File: src/rtl/core/lpos_pkg.sv
package lpos_pkg;

  localparam int unsigned TDATA_W = 40;

  // Configuration register indexes.
  localparam logic [1:0] CFG_ACTIVE_LAYER = 2'd0;
  localparam logic [1:0] CFG_DRAW_MODE    = 2'd1;
  localparam logic [1:0] CFG_CLEAR_VALUE  = 2'd2;

  // Layer codes held in active_layer.
  localparam logic [4:0] LAYER_NONE   = 5'h00;
  localparam logic [4:0] LAYER_BASE   = 5'h01;
  localparam logic [4:0] LAYER_SECOND = 5'h02;
  localparam logic [4:0] LAYER_THIRD  = 5'h03;
  localparam logic [4:0] LAYER_FOURTH = 5'h04;
  localparam logic [4:0] LAYER_MAP    = 5'h10;

  // Per-pixel level codes.
  localparam logic [2:0] LV_BASE   = 3'd1;
  localparam logic [2:0] LV_SECOND = 3'd2;
  localparam logic [2:0] LV_THIRD  = 3'd3;
  localparam logic [2:0] LV_FOURTH = 3'd4;

  typedef enum logic [0:0] {
    KIND_SKIP,
    KIND_UPDATE
  } item_kind_e;

  typedef struct packed {
    logic [4:0]  active_layer;
    logic        draw_mode;
    logic [15:0] clear_value;
  } cfg_t;

  typedef struct packed {
    item_kind_e  kind;
    logic [8:0]  x;
    logic [7:0]  y;
    logic [15:0] value;
  } item_t;

  typedef struct packed {
    logic        write;
    logic [8:0]  x;
    logic [7:0]  y;
    logic [15:0] value;
  } result_t;

endpackage

File: src/rtl/core/lpos_front.sv
module lpos_front #(
  parameter int WIDTH  = 320,
  parameter int HEIGHT = 240,
  parameter int AW     = 17
) (
  input  logic [lpos_pkg::TDATA_W-1:0] s_tdata_i,   // pixel_x, pixel_y, pixel_value
  input  logic                         s_tvalid_i,
  output logic                         s_tready_o,
  input  lpos_pkg::cfg_t               cfg_i,
  input  logic                         q_full_i,
  input  logic                         clear_done_i,
  output logic                         q_push_o,
  output lpos_pkg::item_t              q_item_o,
  output logic [AW-1:0]                q_addr_o
);
  import lpos_pkg::*;

  logic [8:0]  x;
  logic [7:0]  y;
  logic        in_range;
  logic [17:0] lin_addr;

  assign x = s_tdata_i[8:0];
  assign y = s_tdata_i[16:9];

  assign in_range = ({1'b0, x} < 10'(WIDTH)) && ({1'b0, y} < 9'(HEIGHT));
  assign lin_addr = 18'(y) * 18'(WIDTH) + 18'(x);

  assign s_tready_o = clear_done_i && !q_full_i;
  assign q_push_o   = s_tvalid_i && s_tready_o;

  // Items that can touch no pixel state are marked KIND_SKIP and skip the memory write-back.
  always_comb begin
    q_item_o.x     = x;
    q_item_o.y     = y;
    q_item_o.value = s_tdata_i[32:17];
    if (in_range && (cfg_i.active_layer != LAYER_NONE)) begin
      q_item_o.kind = KIND_UPDATE;
      q_addr_o      = lin_addr[AW-1:0];
    end else begin
      q_item_o.kind = KIND_SKIP;
      q_addr_o      = '0;
    end
  end

endmodule

File: config.mk
export PLATFORM = sky130hd
export DESIGN_NAME = lpos_front
export DESIGN_NICKNAME = d
export VERILOG_FILES = /design/src/rtl/core/lpos_pkg.sv /design/src/rtl/core/lpos_front.sv
export SDC_FILE = /design/constraint.sdc
export NUM_CORES = 1
export LEC_CHECK = 0
export ABC_CLOCK_PERIOD_IN_PS = 8610
export BUFFER_PORTS_ARGS = -buffer_cell sky130_fd_sc_hd__buf_2
export CAP_MARGIN = 20
export CORE_ASPECT_RATIO = 0.5
export CORE_MARGIN = 2
export CORE_UTILIZATION = 38
export DETAILED_ROUTE_END_ITERATION = 6
export PLACE_DENSITY = 0.9
export SLEW_MARGIN = 5
export SYNTH_ARGS = -nofsm -noshare
export SYNTH_HDL_FRONTEND = slang
export SYNTH_SLANG_ARGS = --single-unit
File: constraint.sdc
create_clock -name vclk -period 8.61
set_clock_uncertainty 0.1 [all_clocks]
set_input_delay 1.722 -clock vclk [all_inputs]
set_output_delay 1.722 -clock vclk [all_outputs]
set_load 0.05 [all_outputs]
==> results by group <==
Cells and area
  – Fin util: 43.3%
  – Layout Cells excl Fill: 191
  – Final nets: 238
  – Multi-input logic area: 753 um^2
  – Synth-to-layout area growth: 9.00%
  – Seq cells: 0
  – # diodes: 0
  – Clock buffers: 0
  – Storage cell area: 0 um^2
  – Share of cells above drive strength 1: approximately half
  – Fillers: 248

Worst setup path
  – Worst setup endpoint: q_addr_o[13]
  – Critical path's top delay family: adder cells
  – Kind of end point of the critical path: output port
  – Critical path's slowest cell: fa_1
  – Worst path cell trace: buf_2 -> ha_1 -> ha_1 -> fa_1 -> nand2_1 -> or3_4 -> or3_1 -> a21oi_1 -> buf_2
  – CP arrival: 4.17 ns
  – Worst EP required: 6.79 ns
  – Crit path max fanout: 4
  – Origin of the worst setup path: s_tdata_i[10]
  – Startpoint Class: input pin
  – WP depth: 9
  – Max incr delay on CP: 0.54 ns
  – Critical path class: in2out
  – Buffer and inverter count on the worst path: 2

Run
  – Max-Cap Viols: 0

Yosys
  – Most frequent cells after synthesis: buf_4 (33), ha_1 (15), and2_4 (7)
  – Yosys warns: 0
  – Mean Syn Cell Area: approximately 8.1 um^2
  – Largest area contributor in the netlist: buf_4
  – Post-synthesis sequential area ratio: 0%
  – Synth top area cells: buf_4 (24%), ha_1 (18%), and2_4 (6.0%)
  – Adder-Cell Fraction of Synth Area: 22.1%
  – Largest family of logic cells by synthesized area: buffers and inverters
  – Cell count after synthesis: 127
  – Most frequent cell after synthesis: buf_4
  – Xor and xnor area share after synthesis: 9.73%
  – Cell variety after synth: 40
  – Mapped Area: 1030 um^2
  – Share of the synthesized area in the top cell type: between 20% and 30%
  – Mux share of post-synthesis cell area: 1.09%
  – Compound-Gate Fraction of Synth Area: ~15%
  – Simple-gate share of the synthesized area: 25.4%
  – Net Count, Synth: 209

STA
  – Hold Fails Final Rpt: 0
  – Final Max Tran Viols: 0
  – Final period utilization: 69.6%
  – Unrepaired setup endpoints after global routing: false
  – Final setup fails: 0
  – Setup TNS: 0 ns
  – Fmax: 167 MHz
  – Hold slack: approximately 3.3 ns
  – Slew headroom: 71.6%
  – Least-Margin Pin Slew: around 0.43 ns
  – Final min period: roughly 6.0 ns

Route
  – Vias per std cell: 4.82
  – Antenna Violating Nets Remaining: 0
  – Routed via count: 921
  – Drt wl/cell: between 10 and 15 um
  – # DRC: 0
  – DRT Wirelength: 2270 um
  – Drt pass-1 iters: 4
  – Initial DRC count: 87

Run status
  – Status: finished, final reports clean

Floorplanning
  – Starting Density: 39.8%
  – # IOs: 118
  – Rows: 13
  – Die extent in x: 77.6 um
  – Core Box Area: 2590 um^2
  – Die Height: about 41 um
  – Die area: between 3000 and 4000 um^2

CTS
  – CTS resizes: 0
  – Hold Buf Count CTS: 0
  – Postcts setup bufs: 0

Global routing
  – Initial antenna violation count: 0
  – First-pass GRT wire length: 3240 um
  – Largest net degree at the start of global routing: 12
  – Overflow after GRT: 0
  – Global Route Usage Sum: 12.6%
  – Number of global-route vias before repair: 766

Power and ir drop
  – Power density over cell area: around 130 nW/um^2
  – P_leak: 0.602 nW
  – Worst vdd ir: 0.0366 mV

Worst hold path
  – Worst hold start: s_tdata_i[29]
  – Hold Crit Class: in2out

Placed design
  – Hpwl dp: 1990 um
  – Placed Cells: 191
  – PortBufs: 62
  – GPL Wtd Cong: 0.840
[worst min path at each step]
| stage | end | slack, ns | depth (start not counted) |
|---|---|---|---|
| floorplan | q_item_o[0] | 3.51 | 1 |
| global placement | q_item_o[2] | 3.34 | 0 |
| detailed placement | q_item_o[2] | 3.34 | 0 |
| CTS | q_item_o[2] | 3.34 | 0 |
| global route | q_item_o[12] | 3.34 | 0 |
| finish | q_item_o[12] | 3.34 | 0 |
[cell usage in the layout, fill, tap and decap left out, drive strengths merged]
| master | n |
|---|---|
| or3 | 2 |
| a221oi | 2 |
| and2 | 11 |
| ha | 15 |
| nand2 | 2 |
| xnor3 | 1 |
| nor2 | 5 |
| nand4bb | 1 |
| a21o | 3 |
| a211oi | 2 |
| nand4b | 1 |
| mux2 | 1 |
| a21oi | 6 |
| o211ai | 1 |
| nand4 | 1 |
| nor3 | 3 |
| fa | 2 |
| nand2b | 2 |
| xor2 | 3 |
| nand3 | 3 |
| o31ai | 1 |
| and3 | 1 |
| buf | 62 |
| nor2b | 4 |
| nor3b | 1 |
| o21bai | 1 |
| nand3b | 2 |
| a31oi | 1 |
| xnor2 | 5 |
| inv | 3 |
| o21ai | 5 |
| or4 | 1 |
[routing by layer]
layer | GRT usage [%] | vias up | part of all wire [%]
li1 | - | 470 | -
met1 | 15.2 | 413 | 41
met2 | 24.8 | 30 | 53
met3 | 1.10 | 8 | 4.5
met4 | 5.36 | 0 | 2.2
met5 | 0 | - | 0
[metrics by stage]
step	total power [mW]	setup WS (ns)	area, um^2
finish	0.144	2.62	1120
global route	0.155	2.45	1120
CTS	0.144	2.64	1120
detailed placement	0.144	2.63	1120
global placement	0.140	2.66	1120
floorplan	0.140	2.49	1030
[cells by family after synthesis]
logic type | count (synthesis)
and+or+nand+nor | 40
buffers and inverters | 38
AOI/OAI and AO/OA | 22
adders and majority gates | 17
xor gates and xnor gates | 9
muxes | 1
[cell type report]
type,instances,share of cell area [%]
tap,37,4.13
inverter,3,1.00
timing repair buffer,62,27.7
multi-input combinational,89,67.2
[report_power, final]
group          switching, mW  internal [mW]  total (mW)
Clock                      0              0           0
Combinational         0.0994         0.0449       0.144
Sequential                 0              0           0
Total                 0.0994         0.0449       0.144
(Power assumes the default switching activity.)
