==> src/rtl/core/lpos_queue.sv <==
module lpos_queue #(
  parameter int W = 8
) (
  input  logic         clk_i,
  input  logic         rst_ni,
  input  logic         push_i,
  input  logic [W-1:0] push_data_i,
  input  logic         pop_i,
  output logic [W-1:0] pop_data_o,
  output logic         full_o,
  output logic         empty_o
);

  logic [W-1:0] slot_q [2];
  logic         wr_ptr_q, rd_ptr_q;
  logic [1:0]   cnt_q;

  assign full_o     = (cnt_q == 2'd2);
  assign empty_o    = (cnt_q == 2'd0);
  assign pop_data_o = slot_q[rd_ptr_q];

  always_ff @(posedge clk_i or negedge rst_ni) begin
    if (!rst_ni) begin
      wr_ptr_q <= 1'b0;
      rd_ptr_q <= 1'b0;
      cnt_q    <= 2'd0;
    end else begin
      if (push_i) begin
        wr_ptr_q <= ~wr_ptr_q;
      end
      if (pop_i) begin
        rd_ptr_q <= ~rd_ptr_q;
      end
      if (push_i && !pop_i) begin
        cnt_q <= cnt_q + 2'd1;
      end else if (pop_i && !push_i) begin
        cnt_q <= cnt_q - 2'd1;
      end
    end
  end

  always_ff @(posedge clk_i) begin
    if (push_i) begin
      slot_q[wr_ptr_q] <= push_data_i;
    end
  end

endmodule

==> config.mk <==
export PLATFORM = sky130hd
export DESIGN_NAME = lpos_queue
export DESIGN_NICKNAME = d
export VERILOG_FILES = /design/src/rtl/core/lpos_queue.sv
export SDC_FILE = /design/constraint.sdc
export NUM_CORES = 1
export LEC_CHECK = 0
export CORE_AREA = 2 2 45 47
export CTS_CLUSTER_DIAMETER = 200
export DETAILED_ROUTE_END_ITERATION = 16
export DIE_AREA = 0 0 47 49
export DONT_BUFFER_PORTS = 1
export PLACE_DENSITY_LB_ADDON = 0.1
export SETUP_SLACK_MARGIN = 0.4
export SLEW_MARGIN = 5
export SYNTH_ARGS = -nofsm -noshare
export SYNTH_HDL_FRONTEND = slang
export SYNTH_SLANG_ARGS = --single-unit
==> constraint.sdc <==
create_clock -name clk_i -period 1.49 [get_ports clk_i]
set_input_delay 0.447 -clock clk_i [delete_from_list [all_inputs] [get_ports clk_i]]
set_output_delay 0.447 -clock clk_i [all_outputs]
set_load 0.03 [all_outputs]
==> reports/results.ini, run 1 <==
[run_status]
status=finished with violations
violations=setup timing

[logic_synthesis]
ys_ff_latch=20
syn-num-nets=54
syn_area_per_cell_um2=18.8
ys_types=12
synth_area_um2=771
ys_warn_count=0
ys_seq_area_share_pct=75.3
synthCells=41

[global_routing]
grt_pass1_vias=402
grt-ovfl-total=0
track_usage_pct=11.3
grt_pass1_wl_mm=1.78
antenna_found_initial=0
grt_max_degree=11

[floorplan]
dieArea_um2=2300
die_y_um=49
start_util_pct=41.8
core-area_um2=1840
row_count=16
top_level_ports=22
die_w_um=47

[clocking]
cts_tree=built
numClockSinks=20
htreeDepth=1
cts_buffers=3
cts_max_path_buffers=2
cts_root_buf=clkbuf_4
path_clk_slew_ns=0.09
clk_latency_ns=0.28

[sta]
skew_ns=0.00219
setup_ws_ns=-0.178
maxSlewHeadroom_pct=83.0
maxSlewViolCount=0
hold_violations=0
max_slew.worst_pin.slew_ns=0.254
tns_ns=-1.39
grt_setup_unrepaired=yes
fin_crit_ns=1.67
fin_crit_sh_pct=112
setup_violations=9
clock.fmax_mhz=599

[final_layout]
area_growth_pct=26.3
layout.nets=67
instances_no_fill=79
diodes=0
fillers=168
drive_gt1_share_pct=53.8

[placed_design]
io_buffers=0
gp_congestion=0.679
dp_hpwl_um=877
dp_cells=70

[routing]
drtIter0Drc=5
via_per_inst=4.58
vias=362
wl_mm=1.12
route.detailed.drc=0
wl_per_cell_um=14.2
drtPass1Iterations=3
ant_nets=0

[worst_hold_path]
hold_class=input pin to flip-flop

[setup_path]
start_kind=flip-flop
worstPathMaxFanout=3
cp_data_arrival_time_ns=1.22
crit_type=flip-flop to output pin
worstPathRequired_ns=1.04
critical_path.endpoint_type=output pin

[power_and_ir_drop]
leakagePower_nw=0.377
power_density_nw_per_um2=2040
ir_worst_vdd_mv=1.22

[run]
cap_violations=0

[registers in the layout (all words and copies together), names as in the netlist]
register,cells
slot_q,16
cnt_q,2
rd_ptr_q,1
wr_ptr_q,1
[cell type report]
type,count,area (um2),share of cell area [%]
multi-input combinational,19,245,25.2
timing repair buffer,9,86.3,8.87
clock buffer,3,22.5,2.31
inverter,1,3.75,0.386
tap,27,33.8,3.47
sequential,20,582,59.8
[placed cells by master, fill, tap and decap left out]
| cell type | netlist | routed |
|---|---|---|
| inv_2 | 0 | 1 |
| xor2_2 | 0 | 1 |
| xnor2_1 | 1 | 1 |
| buf_4 | 0 | 6 |
| and2b_4 | 0 | 1 |
| dfrtp_2 | 0 | 1 |
| nor2_4 | 0 | 1 |
| buf_12 | 0 | 1 |
| clkbuf_4 | 0 | 3 |
| edfxtp_1 | 16 | 16 |
| buf_6 | 1 | 1 |
| nor2_2 | 0 | 1 |
| dlygate4sd3_1 | 0 | 1 |
| xor2_1 | 4 | 3 |
| mux2_4 | 0 | 8 |
| ha_4 | 0 | 1 |
| and2_2 | 0 | 1 |
| nor2b_4 | 0 | 1 |
| dfrtp_1 | 4 | 3 |
[worst max-delay path, cell delays in order (launching register included)]
cell and delay [ns]:
dfrtp_1 0.43, buf_4 0.16, mux2_4 0.35
[final timing paths]
check                      startpoint             to  slack [ns]  depth (start not counted)
hold reg to reg              wr_ptr_q       wr_ptr_q        0.56                          1
max in group asynchronous      rst_ni       cnt_q[0]        0.88                          1
min in group asynchronous      rst_ni       cnt_q[1]        0.43                          1
hold / removal                 push_i       wr_ptr_q        0.25                          1
setup reg to reg             cnt_q[0]       cnt_q[1]        0.42                          4
setup / recovery             rd_ptr_q  pop_data_o[3]       -0.18                          2
[power by group]
group / internal (mW) / switching [mW] / leakage [nW]
logic: 0.436 / 0.459 / 0.168
registers: 0.763 / 0.105 / 0.196
clock network: 0.0936 / 0.133 / 0.0138
[cell usage after synthesis]
cell type	count	area, um2
and2_1	1	6.26
and2b_2	1	8.76
buf_6	1	11.3
dfrtp_1	4	100
edfxtp_1	16	480
ha_1	1	12.5
inv_1	1	3.75
mux2_2	8	90.1
nor2_1	2	7.51
nor2b_1	1	6.26
xnor2_1	1	8.76
xor2_1	4	35.0
[through the flow]
step	hold WS (ns)	area, um2	power [mW]	utilization (%)	setup WS, ns
final	0.246	973	1.99	52.9	-0.178
after global routing	0.223	973	2.10	52.9	-0.221
after CTS	0.237	952	1.97	51.7	-0.184
after detailed placement	0.152	881	1.63	47.8	0.132
after global placement	0.152	881	1.60	47.8	0.139
after floorplan	0.151	823	1.48	-	0.200
[per-layer routing]
layer  GRT usage [%]  wire (um)  vias to the layer above
li1                -          -                      168
met1            13.1        402                      180
met2            19.2        635                       14
met3            4.07         80                        0
met4            2.78          0                        0
met5               0          0                        -
[what timing repair did]
| action | 4_1_cts | 5_1_grt |
|---|---|---|
| setup buffers | 4 | 1 |
| hold endpoints to repair | 4 | 0 |
| endpoints found under the setup margin | 26 | 11 |
| pin swaps | 3 | 4 |
| hold buffers | 1 | 0 |
| resized for setup | 4 | 3 |
[logic make-up after synthesis]
logic type	count (synthesis)	share of synthesized area, %
muxes	8	11.7
and+or+nand+nor	5	3.74
adders and majority gates	1	1.62
DFF	20	75.3
buffers and inverters	2	1.95
xor gates and xnor gates	5	5.68
(Power assumes the default switching activity.)
==> run 2, diff against run 1 <==
Settings changed: ABC_AREA from default to 1, CORE_AREA 2 2 45 47 to 2 2 46 48, DIE_AREA 0 0 47 49 to 0 0 48 50, SLEW_MARGIN 5 to 20.
==> reports/results.ini, run 2 <==
[run_status]
status=finished with violations  ; unchanged
violations=setup timing  ; unchanged

[sta]
fin_crit_sh_pct=112  ; about the same
hold_violations=0  ; unchanged
setup_ws_ns=-0.179  ; was -0.178 ns
setup_violations=8  ; was 9
grt_setup_unrepaired=yes  ; unchanged
skew_ns=0.00289  ; was 0.00219 ns
maxSlewHeadroom_pct=83.1  ; was 83.0%
maxSlewViolCount=0  ; unchanged
clock.fmax_mhz=599  ; about the same
max_slew.worst_pin.slew_ns=0.253  ; was 0.254 ns
timing.hold.ws_ns=0.230  ; was 0.246 ns
fin_crit_ns=1.67  ; about the same

[routing]
wl_per_cell_um=13.9  ; was 14.2 um
route.detailed.drc=0  ; unchanged
vias=417  ; was 362
ant_nets=0  ; unchanged
via_per_inst=4.58  ; about the same
drtIter0Drc=3  ; was 5
wl_mm=1.27  ; was 1.12 mm
drtPass1Iterations=3  ; unchanged

[setup_path]
setup.worst_path.start=rd_ptr_q  ; unchanged
critical_path.endpoint_type=output pin  ; unchanged
worstPathRequired_ns=1.04  ; about the same
crit_end=pop_data_o[4]  ; was pop_data_o[3]
reg2regPathDepth=6  ; was 4
reg2reg_from=cnt_q[0]  ; unchanged
r2r_end=cnt_q[1]  ; unchanged
cp_data_arrival_time_ns=1.22  ; about the same
start_kind=flip-flop  ; unchanged
reg2reg_slack_ns=0.46  ; was 0.42 ns
crit_type=flip-flop to output pin  ; unchanged
worstPathMaxFanout=8  ; was 3

[logic_synthesis]
synth_top_area_share_pct=58.7  ; was 62.3%
synthArstFlopShare_pct=20.0  ; unchanged
syn-num-nets=63  ; was 54
ys_types=12  ; unchanged
synth_area_um2=818  ; was 771 um2
ys_ff_latch=20  ; unchanged
ys_warn_count=0  ; unchanged
synth_edf_count=16  ; unchanged
ys_top_cells_by_count=edfxtp_1 (16), mux2_4 (8), inv_1 (7), nand2_1 (5), dfrtp_1 (4)  ; was edfxtp_1 (16), mux2_2 (8), dfrtp_1 (4), xor2_1 (4), nor2_1 (2)
synthTopCellsByArea=edfxtp_1 (59%), mux2_4 (15%), dfrtp_1 (12%)  ; was edfxtp_1 (62%), dfrtp_1 (13%), mux2_2 (12%)
synth-main-ff-cell=edfxtp_1  ; unchanged
ys_seq_area_share_pct=70.9  ; was 75.3%
yosysMostFrequentCell=edfxtp_1  ; unchanged
yosys.area.top_type=edfxtp_1  ; unchanged
syn_area_per_cell_um2=16.4  ; was 18.8 um2
synthCells=50  ; was 41

[worst_hold_path]
hold_class=input pin to flip-flop  ; unchanged

[floorplan]
start_util_pct=43.0  ; was 41.8%
dieArea_um2=2400  ; was 2300 um2
die_y_um=50  ; was 49 um
row_count=16  ; unchanged
die_w_um=48  ; was 47 um
top_level_ports=22  ; unchanged
core-area_um2=1900  ; was 1840 um2

[placed_design]
gp_congestion=0.567  ; was 0.679
dp_hpwl_um=931  ; was 877 um
io_buffers=0  ; unchanged
dp_cells=80  ; was 70

[global_routing]
track_usage_pct=12.5  ; was 11.3%
grt_max_degree=12  ; was 11
grt_pass1_wl_mm=1.96  ; was 1.78 mm
grt_pass1_vias=444  ; was 402
antenna_found_initial=0  ; unchanged
grt-ovfl-total=0  ; unchanged

[clocking]
cts_max_path_buffers=2  ; unchanged
numClockSinks=20  ; unchanged
clk_latency_ns=0.29  ; was 0.28 ns
cts_buffers=3  ; unchanged
path_clk_slew_ns=0.11  ; was 0.09 ns
cts_root_buf=clkbuf_4  ; unchanged
htreeDepth=1  ; unchanged
cts_tree=built  ; unchanged

[run]
cap_violations=0  ; unchanged

[final_layout]
instances_no_fill=91  ; was 79
diodes=0  ; unchanged
largest_reg_flops=16  ; unchanged
fillers=164  ; was 168
top_regs=slot_q x16, cnt_q x2  ; unchanged
final_cell_mix=edfxtp_1 (16), mux2_4 (8), buf_4 (6)  ; unchanged
final_common_cell=edfxtp_1  ; unchanged
drive_gt1_share_pct=48.4  ; was 53.8%
top_register=slot_q  ; unchanged
area_growth_pct=24.6  ; was 26.3%
layout.nets=78  ; was 67

[power_and_ir_drop]
leakagePower_nw=0.419  ; was 0.377 nW
total_power_mw=2.09  ; was 1.99 mW
ir_worst_vdd_mv=1.29  ; was 1.22 mV
power_density_nw_per_um2=2050  ; was 2040 nW/um2

-- run 2: final cells by class --
class	count	area [um2]	area share, %
clock buffer	3	22.5	2.21
clock inverter	1	3.75	0.368
inverter	7	26.3	2.58
multi-input combinational	22	243	23.8
sequential	20	582	57.1
tap	27	33.8	3.31
timing repair buffer	11	109	10.7
-- run 2: report_power, final --
part	total (mW)	switching [mW]	internal (mW)
registers	0.852	0.0910	0.761
logic	0.986	0.520	0.466
clock network	0.249	0.152	0.0972
-- run 2: timing repair --
action                                  4_1_cts  5_1_grt
gates resized for setup                       8        6
hold buffers                                  1        0
hold endpoints to repair                      4        0
pin swaps                                     2        3
endpoints found under the setup margin       18       11
setup buffers                                 4        2
-- run 2: worst min path at each step --
stage,cells after the start,slack (ns),end,start
6_report,1,0.23,wr_ptr_q,push_i
4_1_cts,1,0.22,wr_ptr_q,push_i
3_3_place_gp,0,0.15,rd_ptr_q,rst_ni
3_5_place_dp,0,0.15,cnt_q[0],rst_ni
5_1_grt,1,0.20,rd_ptr_q,pop_i
2_1_floorplan,0,0.15,cnt_q[0],rst_ni
-- run 2: worst max-delay path, cell delays in order, from the launching register on --
cell	delay [ns]
dfrtp_1	0.43
buf_12	0.16
mux2_4	0.35
-- run 2: through the flow --
| stage | setup slack [ns] | area [um2] | TNS, ns | util (%) |
|---|---|---|---|---|
| after floorplan | 0.200 | 833 | 0 | - |
| after CTS | -0.193 | 985 | -1.54 | 51.8 |
| after detailed placement | 0.141 | 898 | 0 | 47.2 |
| after global placement | 0.153 | 898 | 0 | 47.2 |
| after global routing | -0.232 | 1020 | -1.87 | 53.6 |
| final | -0.179 | 1020 | -1.43 | 53.6 |
-- run 2: routing by layer --
metal | GRT usage (%) | vias to the layer above | share of wire, %
met5 | 0 | - | 0
met4 | 4.05 | 0 | 0
met3 | 4.03 | 0 | 4.9
met2 | 22.7 | 16 | 59
met1 | 12.5 | 201 | 36
li1 | - | 200 | -
-- run 2: cell families (layout without fill, tap and decap cells) --
family	Yosys count	after routing	synth area share [%]
flops	20	20	70.9
mux	8	8	14.7
fa+ha+maj	1	1	1.53
simple gates	10	10	5.05
buf+inv	8	22	4.59
xor+xnor	3	3	3.21
